**config.mk**
```make
export PLATFORM = sky130hd
export DESIGN_NAME = multilevel_feedback_queue_scheduler_top_flat
export DESIGN_NICKNAME = d
export VERILOG_FILES = /design/src/mfq_pkg.sv /design/src/mfq_ifs.sv /design/src/mfq_lvl_mem.sv /design/src/mfq_queue_mem.sv /design/src/mfq_ctrl.sv /design/src/multilevel_feedback_queue_scheduler_top.sv /design/src/flat_wrapper.sv
export SDC_FILE = /design/constraint.sdc
export NUM_CORES = 1
export LEC_CHECK = 0
export ABC_AREA = 1
export ABC_CLOCK_PERIOD_IN_PS = 3000
export BUFFER_PORTS_ARGS = -buffer_cell sky130_fd_sc_hd__buf_2
export CELL_PAD_IN_SITES_DETAIL_PLACEMENT = 0
export CELL_PAD_IN_SITES_GLOBAL_PLACEMENT = 2
export CORE_UTILIZATION = 37
export CTS_BUF_LIST = sky130_fd_sc_hd__clkbuf_4
export DETAILED_ROUTE_END_ITERATION = 8
export PLACE_DENSITY_LB_ADDON = 0.12
export SETUP_SLACK_MARGIN = 0.05
export SLEW_MARGIN = 15
export SYNTH_ARGS = -nofsm -noshare
export SYNTH_HDL_FRONTEND = slang
export SYNTH_SLANG_ARGS = --single-unit
```
**constraint.sdc**
```tcl
create_clock -name clk -period 3 [get_ports clk]
set_clock_uncertainty 0.05 [all_clocks]
set_input_delay 0.15 -clock clk [delete_from_list [all_inputs] [get_ports clk]]
set_output_delay 0.15 -clock clk [all_outputs]
set_load 0.05 [all_outputs]
```
**src/mfq_pkg.sv**
```systemverilog
`default_nettype none
package mfq_pkg;

  localparam int LEVELS_DEF    = 3;
  localparam int MAX_TASKS_DEF = 16;

  localparam int FUNC_W    = 3;
  localparam int ID_W      = 4;
  localparam int TICK_W    = 16;
  localparam int LVL_W     = 2;
  localparam int QNT_W     = 16;
  localparam int CFG_IDX_W = 2;

  localparam logic [QNT_W-1:0] QTOP_RST = QNT_W'(2);
  localparam logic [QNT_W-1:0] QMID_RST = QNT_W'(4);
  localparam logic [QNT_W-1:0] QLOW_RST = QNT_W'(8);

  localparam logic [CFG_IDX_W-1:0] REG_QTOP = CFG_IDX_W'(0);
  localparam logic [CFG_IDX_W-1:0] REG_QMID = CFG_IDX_W'(1);
  localparam logic [CFG_IDX_W-1:0] REG_QLOW = CFG_IDX_W'(2);

  typedef enum logic [FUNC_W-1:0] {
    FN_READY    = 3'd0,
    FN_PREEMPT  = 3'd1,
    FN_BLOCKED  = 3'd2,
    FN_FINISHED = 3'd3,
    FN_PICK     = 3'd4,
    FN_CHECK    = 3'd5,
    FN_CLEAR    = 3'd6
  } func_t;

  typedef enum logic [1:0] {
    ST_IDLE,
    ST_EXEC,
    ST_PICK
  } st_t;

  typedef struct packed {
    logic rd_en;
    logic wr_en;
    logic clr_all;
  } lvl_cmd_t;

  typedef struct packed {
    logic rd_en;
    logic wr_en;
  } q_cmd_t;

endpackage
`default_nettype wire

```
**src/mfq_ifs.sv**
```systemverilog
`default_nettype none
interface mfq_in_if;
  import mfq_pkg::*;
  logic                valid;
  logic                ready;
  logic [FUNC_W-1:0]   func;
  logic [ID_W-1:0]     task_id;
  logic [TICK_W-1:0]   slice_ticks;
  modport source (output valid, output func, output task_id, output slice_ticks, input ready);
  modport sink   (input valid, input func, input task_id, input slice_ticks, output ready);
endinterface

interface mfq_out_if;
  import mfq_pkg::*;
  logic             valid;
  logic             ready;
  logic             picked_valid;
  logic [ID_W-1:0]  picked_task;
  logic             preempt_now;
  logic [LVL_W-1:0] task_level;
  logic             overflow;
  modport source (output valid, output picked_valid, output picked_task, output preempt_now,
                  output task_level, output overflow, input ready);
  modport sink   (input valid, input picked_valid, input picked_task, input preempt_now,
                  input task_level, input overflow, output ready);
endinterface

interface mfq_cfg_if;
  import mfq_pkg::*;
  logic                 valid;
  logic                 ready;
  logic [CFG_IDX_W-1:0] index;
  logic [QNT_W-1:0]     data;
  modport source (output valid, output index, output data, input ready);
  modport sink   (input valid, input index, input data, output ready);
endinterface
`default_nettype wire

```
**src/mfq_lvl_mem.sv**
```systemverilog
`default_nettype none
module mfq_lvl_mem #(
  parameter int MAX_TASKS = mfq_pkg::MAX_TASKS_DEF
) (
  input  logic                         clk,
  input  logic                         rst_n,
  input  mfq_pkg::lvl_cmd_t            cmd,
  input  logic [$clog2(MAX_TASKS)-1:0] rd_idx,
  input  logic [$clog2(MAX_TASKS)-1:0] wr_idx,
  input  logic [mfq_pkg::LVL_W-1:0]    wr_data,
  output logic [mfq_pkg::LVL_W-1:0]    rd_data
);
  import mfq_pkg::*;

  logic [LVL_W-1:0]     mem [MAX_TASKS];
  logic [MAX_TASKS-1:0] vld_r;
  logic [LVL_W-1:0]     q_r;
  logic                 q_vld_r;

  always_ff @(posedge clk) begin
    if (cmd.wr_en) begin
      mem[wr_idx] <= wr_data;
    end
    if (cmd.rd_en) begin
      q_r <= mem[rd_idx];
    end
  end

  // entries not written since reset or clear read as level 0
  always_ff @(posedge clk) begin
    if (!rst_n) begin
      vld_r   <= '0;
      q_vld_r <= 1'b0;
    end else begin
      if (cmd.clr_all) begin
        vld_r <= '0;
      end else if (cmd.wr_en) begin
        vld_r[wr_idx] <= 1'b1;
      end
      if (cmd.rd_en) begin
        q_vld_r <= vld_r[rd_idx];
      end
    end
  end

  assign rd_data = q_vld_r ? q_r : '0;

endmodule
`default_nettype wire

```
**src/mfq_queue_mem.sv**
```systemverilog
`default_nettype none
module mfq_queue_mem #(
  parameter int LEVELS    = mfq_pkg::LEVELS_DEF,
  parameter int MAX_TASKS = mfq_pkg::MAX_TASKS_DEF
) (
  input  logic                                clk,
  input  mfq_pkg::q_cmd_t                     cmd,
  input  logic [$clog2(LEVELS*MAX_TASKS)-1:0] rd_addr,
  input  logic [$clog2(LEVELS*MAX_TASKS)-1:0] wr_addr,
  input  logic [mfq_pkg::ID_W-1:0]            wr_data,
  output logic [mfq_pkg::ID_W-1:0]            rd_data
);
  import mfq_pkg::*;

  logic [ID_W-1:0] mem [LEVELS*MAX_TASKS];
  logic [ID_W-1:0] q_r;

  always_ff @(posedge clk) begin
    if (cmd.wr_en) begin
      mem[wr_addr] <= wr_data;
    end
    if (cmd.rd_en) begin
      q_r <= mem[rd_addr];
    end
  end

  assign rd_data = q_r;

endmodule
`default_nettype wire

```
**src/mfq_ctrl.sv**
```systemverilog
`default_nettype none
module mfq_ctrl #(
  parameter int LEVELS    = mfq_pkg::LEVELS_DEF,
  parameter int MAX_TASKS = mfq_pkg::MAX_TASKS_DEF
) (
  input  logic                                clk,
  input  logic                                rst_n,
  mfq_in_if.sink                              in_ch,
  mfq_out_if.source                           out_ch,
  input  logic [mfq_pkg::QNT_W-1:0]           quantum_top,
  input  logic [mfq_pkg::QNT_W-1:0]           quantum_mid,
  input  logic [mfq_pkg::QNT_W-1:0]           quantum_low,
  output mfq_pkg::lvl_cmd_t                   lvl_cmd,
  output logic [$clog2(MAX_TASKS)-1:0]        lvl_rd_idx,
  output logic [$clog2(MAX_TASKS)-1:0]        lvl_wr_idx,
  output logic [mfq_pkg::LVL_W-1:0]           lvl_wr_data,
  input  logic [mfq_pkg::LVL_W-1:0]           lvl_rd_data,
  output mfq_pkg::q_cmd_t                     q_cmd,
  output logic [$clog2(LEVELS*MAX_TASKS)-1:0] q_rd_addr,
  output logic [$clog2(LEVELS*MAX_TASKS)-1:0] q_wr_addr,
  output logic [mfq_pkg::ID_W-1:0]            q_wr_data,
  input  logic [mfq_pkg::ID_W-1:0]            q_rd_data
);
  import mfq_pkg::*;

  localparam int IW  = $clog2(MAX_TASKS);
  localparam int AW  = $clog2(LEVELS*MAX_TASKS);
  localparam int CW  = $clog2(MAX_TASKS+1);
  localparam int LIW = (LEVELS > 1) ? $clog2(LEVELS) : 1;
  localparam logic [LVL_W-1:0] TOP_LVL = LVL_W'(LEVELS-1);

  function automatic logic [IW-1:0] id_idx(input logic [ID_W-1:0] id);
    logic [IW+ID_W-1:0] w;
    w = (IW+ID_W)'(id);
    return w[IW-1:0];
  endfunction

  function automatic logic id_known(input logic [ID_W-1:0] id);
    return int'(id) < MAX_TASKS;
  endfunction

  function automatic logic [AW-1:0] qaddr(input logic [LIW-1:0] lvl, input logic [IW-1:0] slot);
    return AW'(int'(lvl) * MAX_TASKS + int'(slot));
  endfunction

  st_t              state_r, state_nxt;
  func_t            op_r;
  logic [ID_W-1:0]  id_r;
  logic [TICK_W-1:0] ticks_r;
  logic [ID_W-1:0]  pt_r, pt_nxt;
  logic [IW-1:0]    heads_r [LEVELS];
  logic [IW-1:0]    heads_nxt [LEVELS];
  logic [CW-1:0]    counts_r [LEVELS];
  logic [CW-1:0]    counts_nxt [LEVELS];

  logic             out_vld_r;
  logic             pv_r, pv_nxt;
  logic [ID_W-1:0]  ptask_r, ptask_nxt;
  logic             pre_r, pre_nxt;
  logic [LVL_W-1:0] tl_r, tl_nxt;
  logic             ovf_r, ovf_nxt;
  logic             load;

  logic             in_acc, out_free, known, sel_found, enq_full;
  logic [LIW-1:0]   sel_lvl, enq_i;
  logic [LVL_W-1:0] cur_lvl, enq_lvl;
  logic [CW:0]      tail_sum, tail;
  logic [IW-1:0]    head_inc;
  logic [QNT_W-1:0] quantum;

  assign in_acc   = in_ch.valid && in_ch.ready;
  assign out_free = !out_vld_r || out_ch.ready;
  assign known    = id_known(id_r);
  assign cur_lvl  = known ? lvl_rd_data : '0;

  always_comb begin
    sel_found = 1'b0;
    sel_lvl   = '0;
    for (int l = LEVELS-1; l >= 0; l--) begin
      if (counts_r[l] != '0) begin
        sel_found = 1'b1;
        sel_lvl   = LIW'(l);
      end
    end
  end

  always_comb begin
    if (op_r == FN_PREEMPT) begin
      enq_lvl = (cur_lvl >= TOP_LVL) ? TOP_LVL : cur_lvl + LVL_W'(1);
    end else begin
      enq_lvl = cur_lvl;
    end
    enq_i    = enq_lvl[LIW-1:0];
    enq_full = counts_r[enq_i] == CW'(MAX_TASKS);
    tail_sum = (CW+1)'(heads_r[enq_i]) + (CW+1)'(counts_r[enq_i]);
    tail     = (tail_sum >= (CW+1)'(MAX_TASKS)) ? tail_sum - (CW+1)'(MAX_TASKS) : tail_sum;
    head_inc = (heads_r[sel_lvl] == IW'(MAX_TASKS-1)) ? '0 : heads_r[sel_lvl] + IW'(1);
    case (cur_lvl)
      2'd0:    quantum = quantum_top;
      2'd1:    quantum = quantum_mid;
      default: quantum = quantum_low;
    endcase
  end

  always_comb begin
    state_nxt = state_r;
    case (state_r)
      ST_IDLE: begin
        if (in_acc) begin
          state_nxt = ST_EXEC;
        end
      end
      ST_EXEC: begin
        if (op_r == FN_PICK && sel_found) begin
          state_nxt = ST_PICK;
        end else if (out_free) begin
          state_nxt = ST_IDLE;
        end
      end
      ST_PICK: begin
        if (out_free) begin
          state_nxt = ST_IDLE;
        end
      end
      default: state_nxt = ST_IDLE;
    endcase
  end

  always_comb begin
    lvl_cmd     = '0;
    lvl_rd_idx  = id_idx(in_ch.task_id);
    lvl_wr_idx  = id_idx(id_r);
    lvl_wr_data = enq_lvl;
    q_cmd       = '0;
    q_rd_addr   = qaddr(sel_lvl, heads_r[sel_lvl]);
    q_wr_addr   = qaddr(enq_i, tail[IW-1:0]);
    q_wr_data   = id_r;
    heads_nxt   = heads_r;
    counts_nxt  = counts_r;
    pt_nxt      = pt_r;
    load        = 1'b0;
    pv_nxt      = 1'b0;
    ptask_nxt   = '0;
    pre_nxt     = 1'b0;
    tl_nxt      = '0;
    ovf_nxt     = 1'b0;
    case (state_r)
      ST_IDLE: begin
        lvl_cmd.rd_en = in_acc;
        q_cmd.rd_en   = in_acc;
      end
      ST_EXEC: begin
        if (op_r == FN_PICK && sel_found) begin
          pt_nxt              = q_rd_data;
          lvl_cmd.rd_en       = 1'b1;
          lvl_rd_idx          = id_idx(q_rd_data);
          heads_nxt[sel_lvl]  = head_inc;
          counts_nxt[sel_lvl] = counts_r[sel_lvl] - CW'(1);
        end else if (out_free) begin
          load = 1'b1;
          case (op_r)
            FN_READY, FN_PREEMPT: begin
              if (known) begin
                lvl_cmd.wr_en = 1'b1;
                tl_nxt        = enq_lvl;
                ovf_nxt       = enq_full;
                if (!enq_full) begin
                  q_cmd.wr_en       = 1'b1;
                  counts_nxt[enq_i] = counts_r[enq_i] + CW'(1);
                end
              end
            end
            FN_BLOCKED: begin
              lvl_cmd.wr_en = known;
              lvl_wr_data   = '0;
            end
            FN_FINISHED: begin
              tl_nxt = cur_lvl;
            end
            FN_CHECK: begin
              pre_nxt = ticks_r >= quantum;
              tl_nxt  = cur_lvl;
            end
            FN_CLEAR: begin
              lvl_cmd.clr_all = 1'b1;
              for (int l = 0; l < LEVELS; l++) begin
                heads_nxt[l]  = '0;
                counts_nxt[l] = '0;
              end
            end
            default: ;
          endcase
        end
      end
      ST_PICK: begin
        if (out_free) begin
          load      = 1'b1;
          pv_nxt    = 1'b1;
          ptask_nxt = pt_r;
          tl_nxt    = id_known(pt_r) ? lvl_rd_data : '0;
        end
      end
      default: ;
    endcase
  end

  always_ff @(posedge clk) begin
    if (!rst_n) begin
      state_r   <= ST_IDLE;
      out_vld_r <= 1'b0;
      for (int l = 0; l < LEVELS; l++) begin
        heads_r[l]  <= '0;
        counts_r[l] <= '0;
      end
    end else begin
      state_r  <= state_nxt;
      heads_r  <= heads_nxt;
      counts_r <= counts_nxt;
      if (load) begin
        out_vld_r <= 1'b1;
      end else if (out_ch.ready) begin
        out_vld_r <= 1'b0;
      end
    end
  end

  always_ff @(posedge clk) begin
    if (in_acc) begin
      op_r    <= func_t'(in_ch.func);
      id_r    <= in_ch.task_id;
      ticks_r <= in_ch.slice_ticks;
    end
    pt_r <= pt_nxt;
    if (load) begin
      pv_r    <= pv_nxt;
      ptask_r <= ptask_nxt;
      pre_r   <= pre_nxt;
      tl_r    <= tl_nxt;
      ovf_r   <= ovf_nxt;
    end
  end

  assign in_ch.ready         = state_r == ST_IDLE;
  assign out_ch.valid        = out_vld_r;
  assign out_ch.picked_valid = pv_r;
  assign out_ch.picked_task  = ptask_r;
  assign out_ch.preempt_now  = pre_r;
  assign out_ch.task_level   = tl_r;
  assign out_ch.overflow     = ovf_r;

endmodule
`default_nettype wire

```
**src/multilevel_feedback_queue_scheduler_top.sv**
```systemverilog
`default_nettype none
// Multilevel feedback queue scheduler. Each task has a priority level (0 highest) held in
// a level memory, and each level owns a circular FIFO of task ids in a shared queue
// memory. Events: ready (queue at stored level), preempted (demote one level, capped,
// then queue), blocked (level back to 0), finished (no change), pick (pop the oldest id
// from the highest non-empty level), check (slice ticks against the level's quantum) and
// clear (empty all FIFOs, all levels to 0). A push to a full FIFO is dropped and flagged
// as overflow. Every item gives one result. The memories have a registered read: an event
// reads its level and queue head in IDLE and writes back in EXEC once the output is free;
// a pick that finds a task pops it in EXEC, reads its level and gives its result in PICK.
// No clearing pass is needed after reset or clear: the level memory has a valid bit per
// task. The result register lets the next item be taken while the last result waits.
// The user writes quanta through the cfg channel (index 0 top, 1 mid, 2 low) only while
// the block is idle; the block does not enforce this. An unused index is ignored.
module multilevel_feedback_queue_scheduler_top #(
  parameter int LEVELS    = mfq_pkg::LEVELS_DEF,
  parameter int MAX_TASKS = mfq_pkg::MAX_TASKS_DEF
) (
  input  logic      clk,
  input  logic      rst_n,
  mfq_in_if.sink    in_ch,
  mfq_out_if.source out_ch,
  mfq_cfg_if.sink   cfg_ch
);
  import mfq_pkg::*;

  localparam int IW = $clog2(MAX_TASKS);
  localparam int AW = $clog2(LEVELS*MAX_TASKS);

  logic [QNT_W-1:0] quantum_top_r;
  logic [QNT_W-1:0] quantum_mid_r;
  logic [QNT_W-1:0] quantum_low_r;

  lvl_cmd_t         lvl_cmd;
  logic [IW-1:0]    lvl_rd_idx, lvl_wr_idx;
  logic [LVL_W-1:0] lvl_wr_data, lvl_rd_data;
  q_cmd_t           q_cmd;
  logic [AW-1:0]    q_rd_addr, q_wr_addr;
  logic [ID_W-1:0]  q_wr_data, q_rd_data;

  assign cfg_ch.ready = 1'b1;

  always_ff @(posedge clk) begin
    if (!rst_n) begin
      quantum_top_r <= QTOP_RST;
      quantum_mid_r <= QMID_RST;
      quantum_low_r <= QLOW_RST;
    end else if (cfg_ch.valid) begin
      case (cfg_ch.index)
        REG_QTOP: quantum_top_r <= cfg_ch.data;
        REG_QMID: quantum_mid_r <= cfg_ch.data;
        REG_QLOW: quantum_low_r <= cfg_ch.data;
        default: ;
      endcase
    end
  end

  mfq_ctrl #(
    .LEVELS    (LEVELS),
    .MAX_TASKS (MAX_TASKS)
  ) u_ctrl (
    .clk         (clk),
    .rst_n       (rst_n),
    .in_ch       (in_ch),
    .out_ch      (out_ch),
    .quantum_top (quantum_top_r),
    .quantum_mid (quantum_mid_r),
    .quantum_low (quantum_low_r),
    .lvl_cmd     (lvl_cmd),
    .lvl_rd_idx  (lvl_rd_idx),
    .lvl_wr_idx  (lvl_wr_idx),
    .lvl_wr_data (lvl_wr_data),
    .lvl_rd_data (lvl_rd_data),
    .q_cmd       (q_cmd),
    .q_rd_addr   (q_rd_addr),
    .q_wr_addr   (q_wr_addr),
    .q_wr_data   (q_wr_data),
    .q_rd_data   (q_rd_data)
  );

  mfq_lvl_mem #(
    .MAX_TASKS (MAX_TASKS)
  ) u_lvl_mem (
    .clk     (clk),
    .rst_n   (rst_n),
    .cmd     (lvl_cmd),
    .rd_idx  (lvl_rd_idx),
    .wr_idx  (lvl_wr_idx),
    .wr_data (lvl_wr_data),
    .rd_data (lvl_rd_data)
  );

  mfq_queue_mem #(
    .LEVELS    (LEVELS),
    .MAX_TASKS (MAX_TASKS)
  ) u_queue_mem (
    .clk     (clk),
    .cmd     (q_cmd),
    .rd_addr (q_rd_addr),
    .wr_addr (q_wr_addr),
    .wr_data (q_wr_data),
    .rd_data (q_rd_data)
  );

`ifndef SYNTHESIS
  a_lvl_one_access: assert property (@(posedge clk) disable iff (!rst_n)
    !(lvl_cmd.rd_en && (lvl_cmd.wr_en || lvl_cmd.clr_all)))
    else $error("level memory read and write in one cycle");

  a_q_one_access: assert property (@(posedge clk) disable iff (!rst_n)
    !(q_cmd.rd_en && q_cmd.wr_en))
    else $error("queue memory read and write in one cycle");

  a_busy_after_accept: assert property (@(posedge clk) disable iff (!rst_n)
    (in_ch.valid && in_ch.ready) |=> !in_ch.ready)
    else $error("item accepted while previous item in progress");

  a_level_range: assert property (@(posedge clk) disable iff (!rst_n)
    out_ch.valid |-> (out_ch.task_level <= LVL_W'(LEVELS-1)))
    else $error("reported level beyond lowest level");

  a_no_pick_zero: assert property (@(posedge clk) disable iff (!rst_n)
    (out_ch.valid && !out_ch.picked_valid) |-> (out_ch.picked_task == '0))
    else $error("picked task set without a pick");
`endif

endmodule
`default_nettype wire
```
**src/flat_wrapper.sv**
```systemverilog
// flat-port wrapper written by rule: the top's interface ports become plain ports
module multilevel_feedback_queue_scheduler_top_flat import mfq_pkg::*;
#(
  parameter int LEVELS    = mfq_pkg::LEVELS_DEF,
  parameter int MAX_TASKS = mfq_pkg::MAX_TASKS_DEF
)
  (clk, rst_n, in_ch_valid, in_ch_func, in_ch_task_id, in_ch_slice_ticks, in_ch_ready, out_ch_valid, out_ch_picked_valid, out_ch_picked_task, out_ch_preempt_now, out_ch_task_level, out_ch_overflow, out_ch_ready, cfg_ch_valid, cfg_ch_index, cfg_ch_data, cfg_ch_ready);
  mfq_in_if in_ch_i ();
  mfq_out_if out_ch_i ();
  mfq_cfg_if cfg_ch_i ();
  input  logic clk;
  input  logic rst_n;
  input wire logic [$bits(in_ch_i.valid)-1:0] in_ch_valid;
  input wire logic [$bits(in_ch_i.func)-1:0] in_ch_func;
  input wire logic [$bits(in_ch_i.task_id)-1:0] in_ch_task_id;
  input wire logic [$bits(in_ch_i.slice_ticks)-1:0] in_ch_slice_ticks;
  output wire logic [$bits(in_ch_i.ready)-1:0] in_ch_ready;
  output wire logic [$bits(out_ch_i.valid)-1:0] out_ch_valid;
  output wire logic [$bits(out_ch_i.picked_valid)-1:0] out_ch_picked_valid;
  output wire logic [$bits(out_ch_i.picked_task)-1:0] out_ch_picked_task;
  output wire logic [$bits(out_ch_i.preempt_now)-1:0] out_ch_preempt_now;
  output wire logic [$bits(out_ch_i.task_level)-1:0] out_ch_task_level;
  output wire logic [$bits(out_ch_i.overflow)-1:0] out_ch_overflow;
  input wire logic [$bits(out_ch_i.ready)-1:0] out_ch_ready;
  input wire logic [$bits(cfg_ch_i.valid)-1:0] cfg_ch_valid;
  input wire logic [$bits(cfg_ch_i.index)-1:0] cfg_ch_index;
  input wire logic [$bits(cfg_ch_i.data)-1:0] cfg_ch_data;
  output wire logic [$bits(cfg_ch_i.ready)-1:0] cfg_ch_ready;
  assign in_ch_i.valid = in_ch_valid;
  assign in_ch_i.func = in_ch_func;
  assign in_ch_i.task_id = in_ch_task_id;
  assign in_ch_i.slice_ticks = in_ch_slice_ticks;
  assign in_ch_ready = in_ch_i.ready;
  assign out_ch_valid = out_ch_i.valid;
  assign out_ch_picked_valid = out_ch_i.picked_valid;
  assign out_ch_picked_task = out_ch_i.picked_task;
  assign out_ch_preempt_now = out_ch_i.preempt_now;
  assign out_ch_task_level = out_ch_i.task_level;
  assign out_ch_overflow = out_ch_i.overflow;
  assign out_ch_i.ready = out_ch_ready;
  assign cfg_ch_i.valid = cfg_ch_valid;
  assign cfg_ch_i.index = cfg_ch_index;
  assign cfg_ch_i.data = cfg_ch_data;
  assign cfg_ch_ready = cfg_ch_i.ready;
  multilevel_feedback_queue_scheduler_top #(.LEVELS(LEVELS), .MAX_TASKS(MAX_TASKS)) u_core (.clk(clk), .rst_n(rst_n), .in_ch(in_ch_i), .out_ch(out_ch_i), .cfg_ch(cfg_ch_i));
endmodule
```
---- Word-level counts from Yosys, hierarchy flattened ----
Memory sizes are Yosys's and may differ from the RTL's. A register that Yosys moved wholly into a read port is not among the register bits.
Index checks and enable logic that the tools add are counted.
W data, S select, Z words.
storage, ports and cells
  memories kept ........................... 2
  bits in writable memories ............... 224
  logic and storage cells ................. 177
  register bits ........................... 131
  output and inout port bits .............. 12
memory list
  name                    depth  bits a word  read ports  clocked after memory_dff  wr ports  line                 source
  u_core.u_queue_mem.mem  48     4            1           1                         1         mfq_queue_mem.sv:15  logic [ID_W-1:0] mem [LEVELS*MAX_TASKS];
  u_core.u_lvl_mem.mem    16     2            1           1                         1         mfq_lvl_mem.sv:15    logic [LVL_W-1:0] mem [MAX_TASKS];
operators by class
  mux-type cells .......................... 81
  $lt $le $gt $ge ......................... 10
  reduce and logical (&&, ||, !) cells .... 31
  $add $sub $neg .......................... 8
  bitwise logic cells ..................... 8
  equal/unequal tests ..................... 15
operators with widths
  cell                  count
  $mux W15              3
  $mux W2               19
  $mux W12              3
  $mux W4               9
  $pmux W16 S2          1
  $bwmux W15            2
  $mux W5               6
  $pmux W15 S2          1
  $mux W1               22
  $bmux W5 S2           2
  $demux W5 S2          2
  $bmux W4 S2           2
  $ge A16 B16 Y1        1
  $or A16 B16 Y16       1
  $reduce_bool A5 Y1    3
  $add A6 B4 Y6         2
  $bwmux W12            1
  $lt A4 B5 Y1 const B  2
  $reduce_and A2 Y1     5
  $eq A3 B3 Y1 const B  3
  $demux W4 S2          1
  $pmux W2 S2           2
  $reduce_or A4 Y1      2
  $add A4 B5 Y6         1
  other kinds (35)      57

---- Depth between registers and ports, before layout ----
  depth in word-level cells ............... 16
  mapped depth ............................ 20
  depth with buffers taken out ............ 19

---- Cells and area by module ----
A second synthesis with hierarchy kept.
second synthesis, totals
  cell total of the unflattened synthesis .. 1862
  area total of the unflattened synthesis .. 17146.4 µm²
modules (own cells, without submodules)
  module                                   cells an instance  area an instance (µm²)  times used
  mfq_queue_mem                            697                8167.8                  1
  mfq_ctrl                                 630                4728.3                  1
  mfq_lvl_mem                              227                2238.4                  1
  multilevel_feedback_queue_scheduler_top  308                2011.9                  1

---- Least setup slack after synthesis ----
No wires, ideal clock.
  path kind ............................... reg2reg
  start point ............................. reg u_core.u_ctrl.op_r[1]
  end point ............................... mem u_core.u_queue_mem.mem[14][0] (enable)
  arrival time ............................ 2809 ps
  path buffers ............................ 0
  library setup time ...................... 329 ps
  required time ........................... 2621 ps
  period minus slack after synthesis ...... 3188 ps
  slack ................................... -188 ps
  cell stages (with the launch flop) ...... 13
  path through ............................ edfxtp_1 -> nor2_4 -> nand2_4 -> o21ai_2 -> nand2_4 -> o21ai_1 -> ha_1 -> inv_1 -> fa_1 -> xor2_1 -> nor2_1 -> nand2_1 -> nor2_1
on the way
  word-level cells in the longest chain between the ends .. 14
ends and longest elaborated chain
  what                                                                    line                 source
  start: declaration                                                      mfq_ctrl.sv:47       func_t op_r;
  start signal: assignment                                                mfq_ctrl.sv:229      op_r <= func_t'(in_ch.func);
  parallel branches: the longest is 14 deep, another holds $add A4 B5 Y6  n/a
  end: declaration                                                        mfq_queue_mem.sv:15
Several ways; the timed one is not identified. The select of a mux whose other input is x is not followed.

---- Worst setup path in the final report ----
  start point ............................. reg u_core.u_ctrl.op_r[2]
  end point ............................... mem u_core.u_queue_mem.mem[36][2] (enable)
The elaborated chain is that of the path after synthesis.

==> impl_metrics.csv <==
group,metric,value,unit
timing,hold_viol,0,
layout,drive_above_1_share,21.4,%
die,die_h,217,um
cts,clk_latency,0.84,ns
worst_setup_path,r2r.worst_path.cells,14,
drt,route.detailed.drc,0,
timing,maxSlewViolCount,0,
logic_synthesis,synth_edf_count,266,
logic_synthesis,yosysMostFrequentCell,"nand2_1",
worst_setup_path,worst-path-stages,14,
drt,vias_per_cell,4.90,
cts,cts_root_buffer,"clkbuf_4",
logic_synthesis,netlist_area,17000,um^2
worst_setup_path,r2r_slack,-0.06,ns
place,dpl.hpwl,33600,um
drt,drt_iter0_drc,891,
worst_setup_path,critPathMostFrequentCell,"nor2_4",
drt,postRouteAntennaNets,0,
layout,nets,2263,
timing,post-route-period-util,102,%
cts,clkTransAtPathRegs,0.06,ns
timing,setup_violations,84,
worst_setup_path,critPathMaxFanout,8,
drt,wirelength,50300,um
worst_setup_path,cp.required,3.46,ns
hold_path,hold_depth,4,
timing,slew-limit-headroom,50.0,%
die,io_pins,58,
logic_synthesis,ys_warn_count,0,
power_and_ir_drop,power.density,646,nW/um^2
cts,cts_buffers,99,
cts,htreeDepth,3,
timing,finalCriticalPeriod,3.06,ns
hold_path,min_path_type,"input pin to register",
global_route,grt_max_degree,73,
worst_setup_path,crit_chain,"nor2_4 > nand2_4 > o21ai_4 > inv_2 > nand2_8 > inv_4 > a21oi_2 > ha_2 > inv_2 > fa_2 > xor2_1 > nor2_4 > nand2_4 > nor2_4",
worst_setup_path,cp_top_family,"simple AND/OR/NAND/NOR gates",
timing,setup_slack,-0.0640,ns
worst_setup_path,arrival,3.53,ns
cts,clockBufferDepth,3,
logic_synthesis,synth_cell_types,45,
drt,wire_per_inst,17.6,um
place,pre_cts_ws,-0.117,ns
power_and_ir_drop,p_leak,9.15,nW
die,core.rowCount,78,
worst_setup_path,worstSetupEndpointType,"register",
layout,area_delta_synth_final,29.1,%
global_route,overflow,0,
logic_synthesis,yosys.area.top_type_share,46.9,%
drt,dr_total_vias,14000,
power_and_ir_drop,power,14.2,mW
global_route,antenna_found_initial,1,
outcome,violations,"negative setup slack",
worst_setup_path,crit_slowest_cell,"edfxtp_1",
timing,setup_tns,-2.22,ns
worst_setup_path,critical_path_class,"register to register",
worst_setup_path,cp-start-kind,"register",
logic_synthesis,yosysTopAreaCell,"edfxtp_1",
place,place.gp.congestion,0.869,
cts,cts_tree,"built",
logic_synthesis,ys.flop_type,"edfxtp_1",
worst_setup_path,cpPeakStageDelay,0.42,ns
die,initial_core_util,37.5,%
die,dieArea,46900,um^2
global_route,grt_pass1_wl,78200,um
outcome,status,"complete, but fails checks",
run,drv_cap,0,
logic_synthesis,synth_fp_nets,1931,
place,port_buffers,56,
die,chipWidth,217,um
timing,rsz0062_at_grt,"true",
logic_synthesis,synthTopCellsByArea,"edfxtp_1 47%, dfxtp_1 11%, nand3_1 7.6%",
logic_synthesis,synthCells,1857,
drt,firstDrtPassIters,5,
timing,worstMarginPinSlew,0.748,ns
logic_synthesis,synth-seq-area-share,58.1,%
global_route,grt_pass1_vias,14300,
logic_synthesis,synth_common_cells,"280 x nand2_1, 277 x inv_1, 266 x edfxtp_1",
global_route,grt_use_total,21.8,%
power_and_ir_drop,vdd_ir_drop_max,0.322,mV
logic_synthesis,synth_seq_cells,361,
cts,clock_sinks,361,
worst_setup_path,crit_buf_inv,3,
logic_synthesis,avgSynthCellArea,9.17,um^2
logic_synthesis,ys_async_sr_fraction,0,%
die,placeableCoreArea,45400,um^2
timing,fmax,326,MHz
-- metal layers --
| metal | vias to the layer above | track usage, % | wire, um |
|---|---|---|---|
| met1 | 6651 | 30.1 | 23800 |
| met5 | - | 0 | 0 |
| met4 | 0 | 7.70 | 972 |
| li1 | 6947 | - | - |
| met3 | 77 | 3.52 | 2550 |
| met2 | 338 | 34.7 | 23000 |
-- layout by cell type (no fill, tap or decap), drive strengths merged, types with 9 or more instances in the layout --
cell type    count
nand3          271
a22o            11
o22ai           16
a21oi           54
clkinv          34
o21ai          104
nand3b          60
clkbuf         135
o221ai          10
dfxtp           95
dlygate4sd3     98
buf            201
nor2           263
ha              27
inv            282
nand2          287
nand4            9
edfxtp         266
-- path summary, 6_finish.rpt --
kind,start,end
min reg2reg,u_core.u_queue_mem.rd_data[3],u_core.u_ctrl.pt_r[3]
min,cfg_ch_data[13],u_core.quantum_low_r[13]
max,u_core.u_ctrl.op_r[2],u_core.u_queue_mem.mem[36][2]
max reg2reg,u_core.u_ctrl.op_r[2],u_core.u_queue_mem.mem[36][2]
-- state kept, by name, indices dropped and copies added, names as in the netlist, 15 cells and up --
signal                  flops
u_core.u_ctrl.counts_r     15
u_core.quantum_mid_r       16
u_core.u_ctrl.ticks_r      16
u_core.quantum_top_r       16
u_core.u_lvl_mem.vld_r     16
u_core.u_lvl_mem.mem       32
u_core.u_queue_mem.mem    192
u_core.quantum_low_r       16
-- tightest hold or removal path, cell delays in order --
cell and delay (ns):
dlygate4sd3_1 0.53, buf_2 0.12, nor2_1 0.04, nor2_1 0.09
-- kinds of logic after synthesis --
kind of cell / share of synthesized area, %
and+or+nand+nor: 24.2
DFF: 58.1
buffers and inverters: 7.90
AOI/OAI and AO/OA: 7.26
adders and majority gates: 2.10
xor gates and xnor gates: 0.404
other: 0.0220
-- report_power, final --
part	switching, mW	leakage [nW]	internal, mW
clock	2.05	0.729	2.25
sequential	0.0699	3.19	5.54
combinational	2.83	5.23	1.48
total	4.94	9.15	9.26
-- per-stage QoR --
stage	hold WS [ns]	cells	util, %	instance area, um^2
after floorplan	0.199	1857	-	17100
after global placement	0.279	2574	42.1	19100
after detailed placement	0.279	2574	42.1	19100
after CTS	0.00197	2851	47.9	21800
after global routing	0.0576	2861	48.4	22000
final	0.0826	2861	48.4	22000
-- layout make-up --
type | instances | area (um^2)
Fill cell | 4383 | 23400
Sequential cell | 361 | 9890
Multi-Input combinational cell | 1146 | 6380
Timing Repair Buffer | 299 | 2670
Inverter | 282 | 1060
Clock buffer | 135 | 1010
Tap cell | 600 | 751
Clock inverter | 37 | 200
Antenna cell | 1 | 2.50
-- timing repair --
action / CTS / global route
pin swaps: 21 / 28
hold buffers: 98 / 0
endpoints found under the setup margin: 192 / 197
endpoints found under the hold margin: 144 / 0
resized for setup: 96 / 44
buffers inserted: 7 / 9
(Power assumes the default switching activity.)
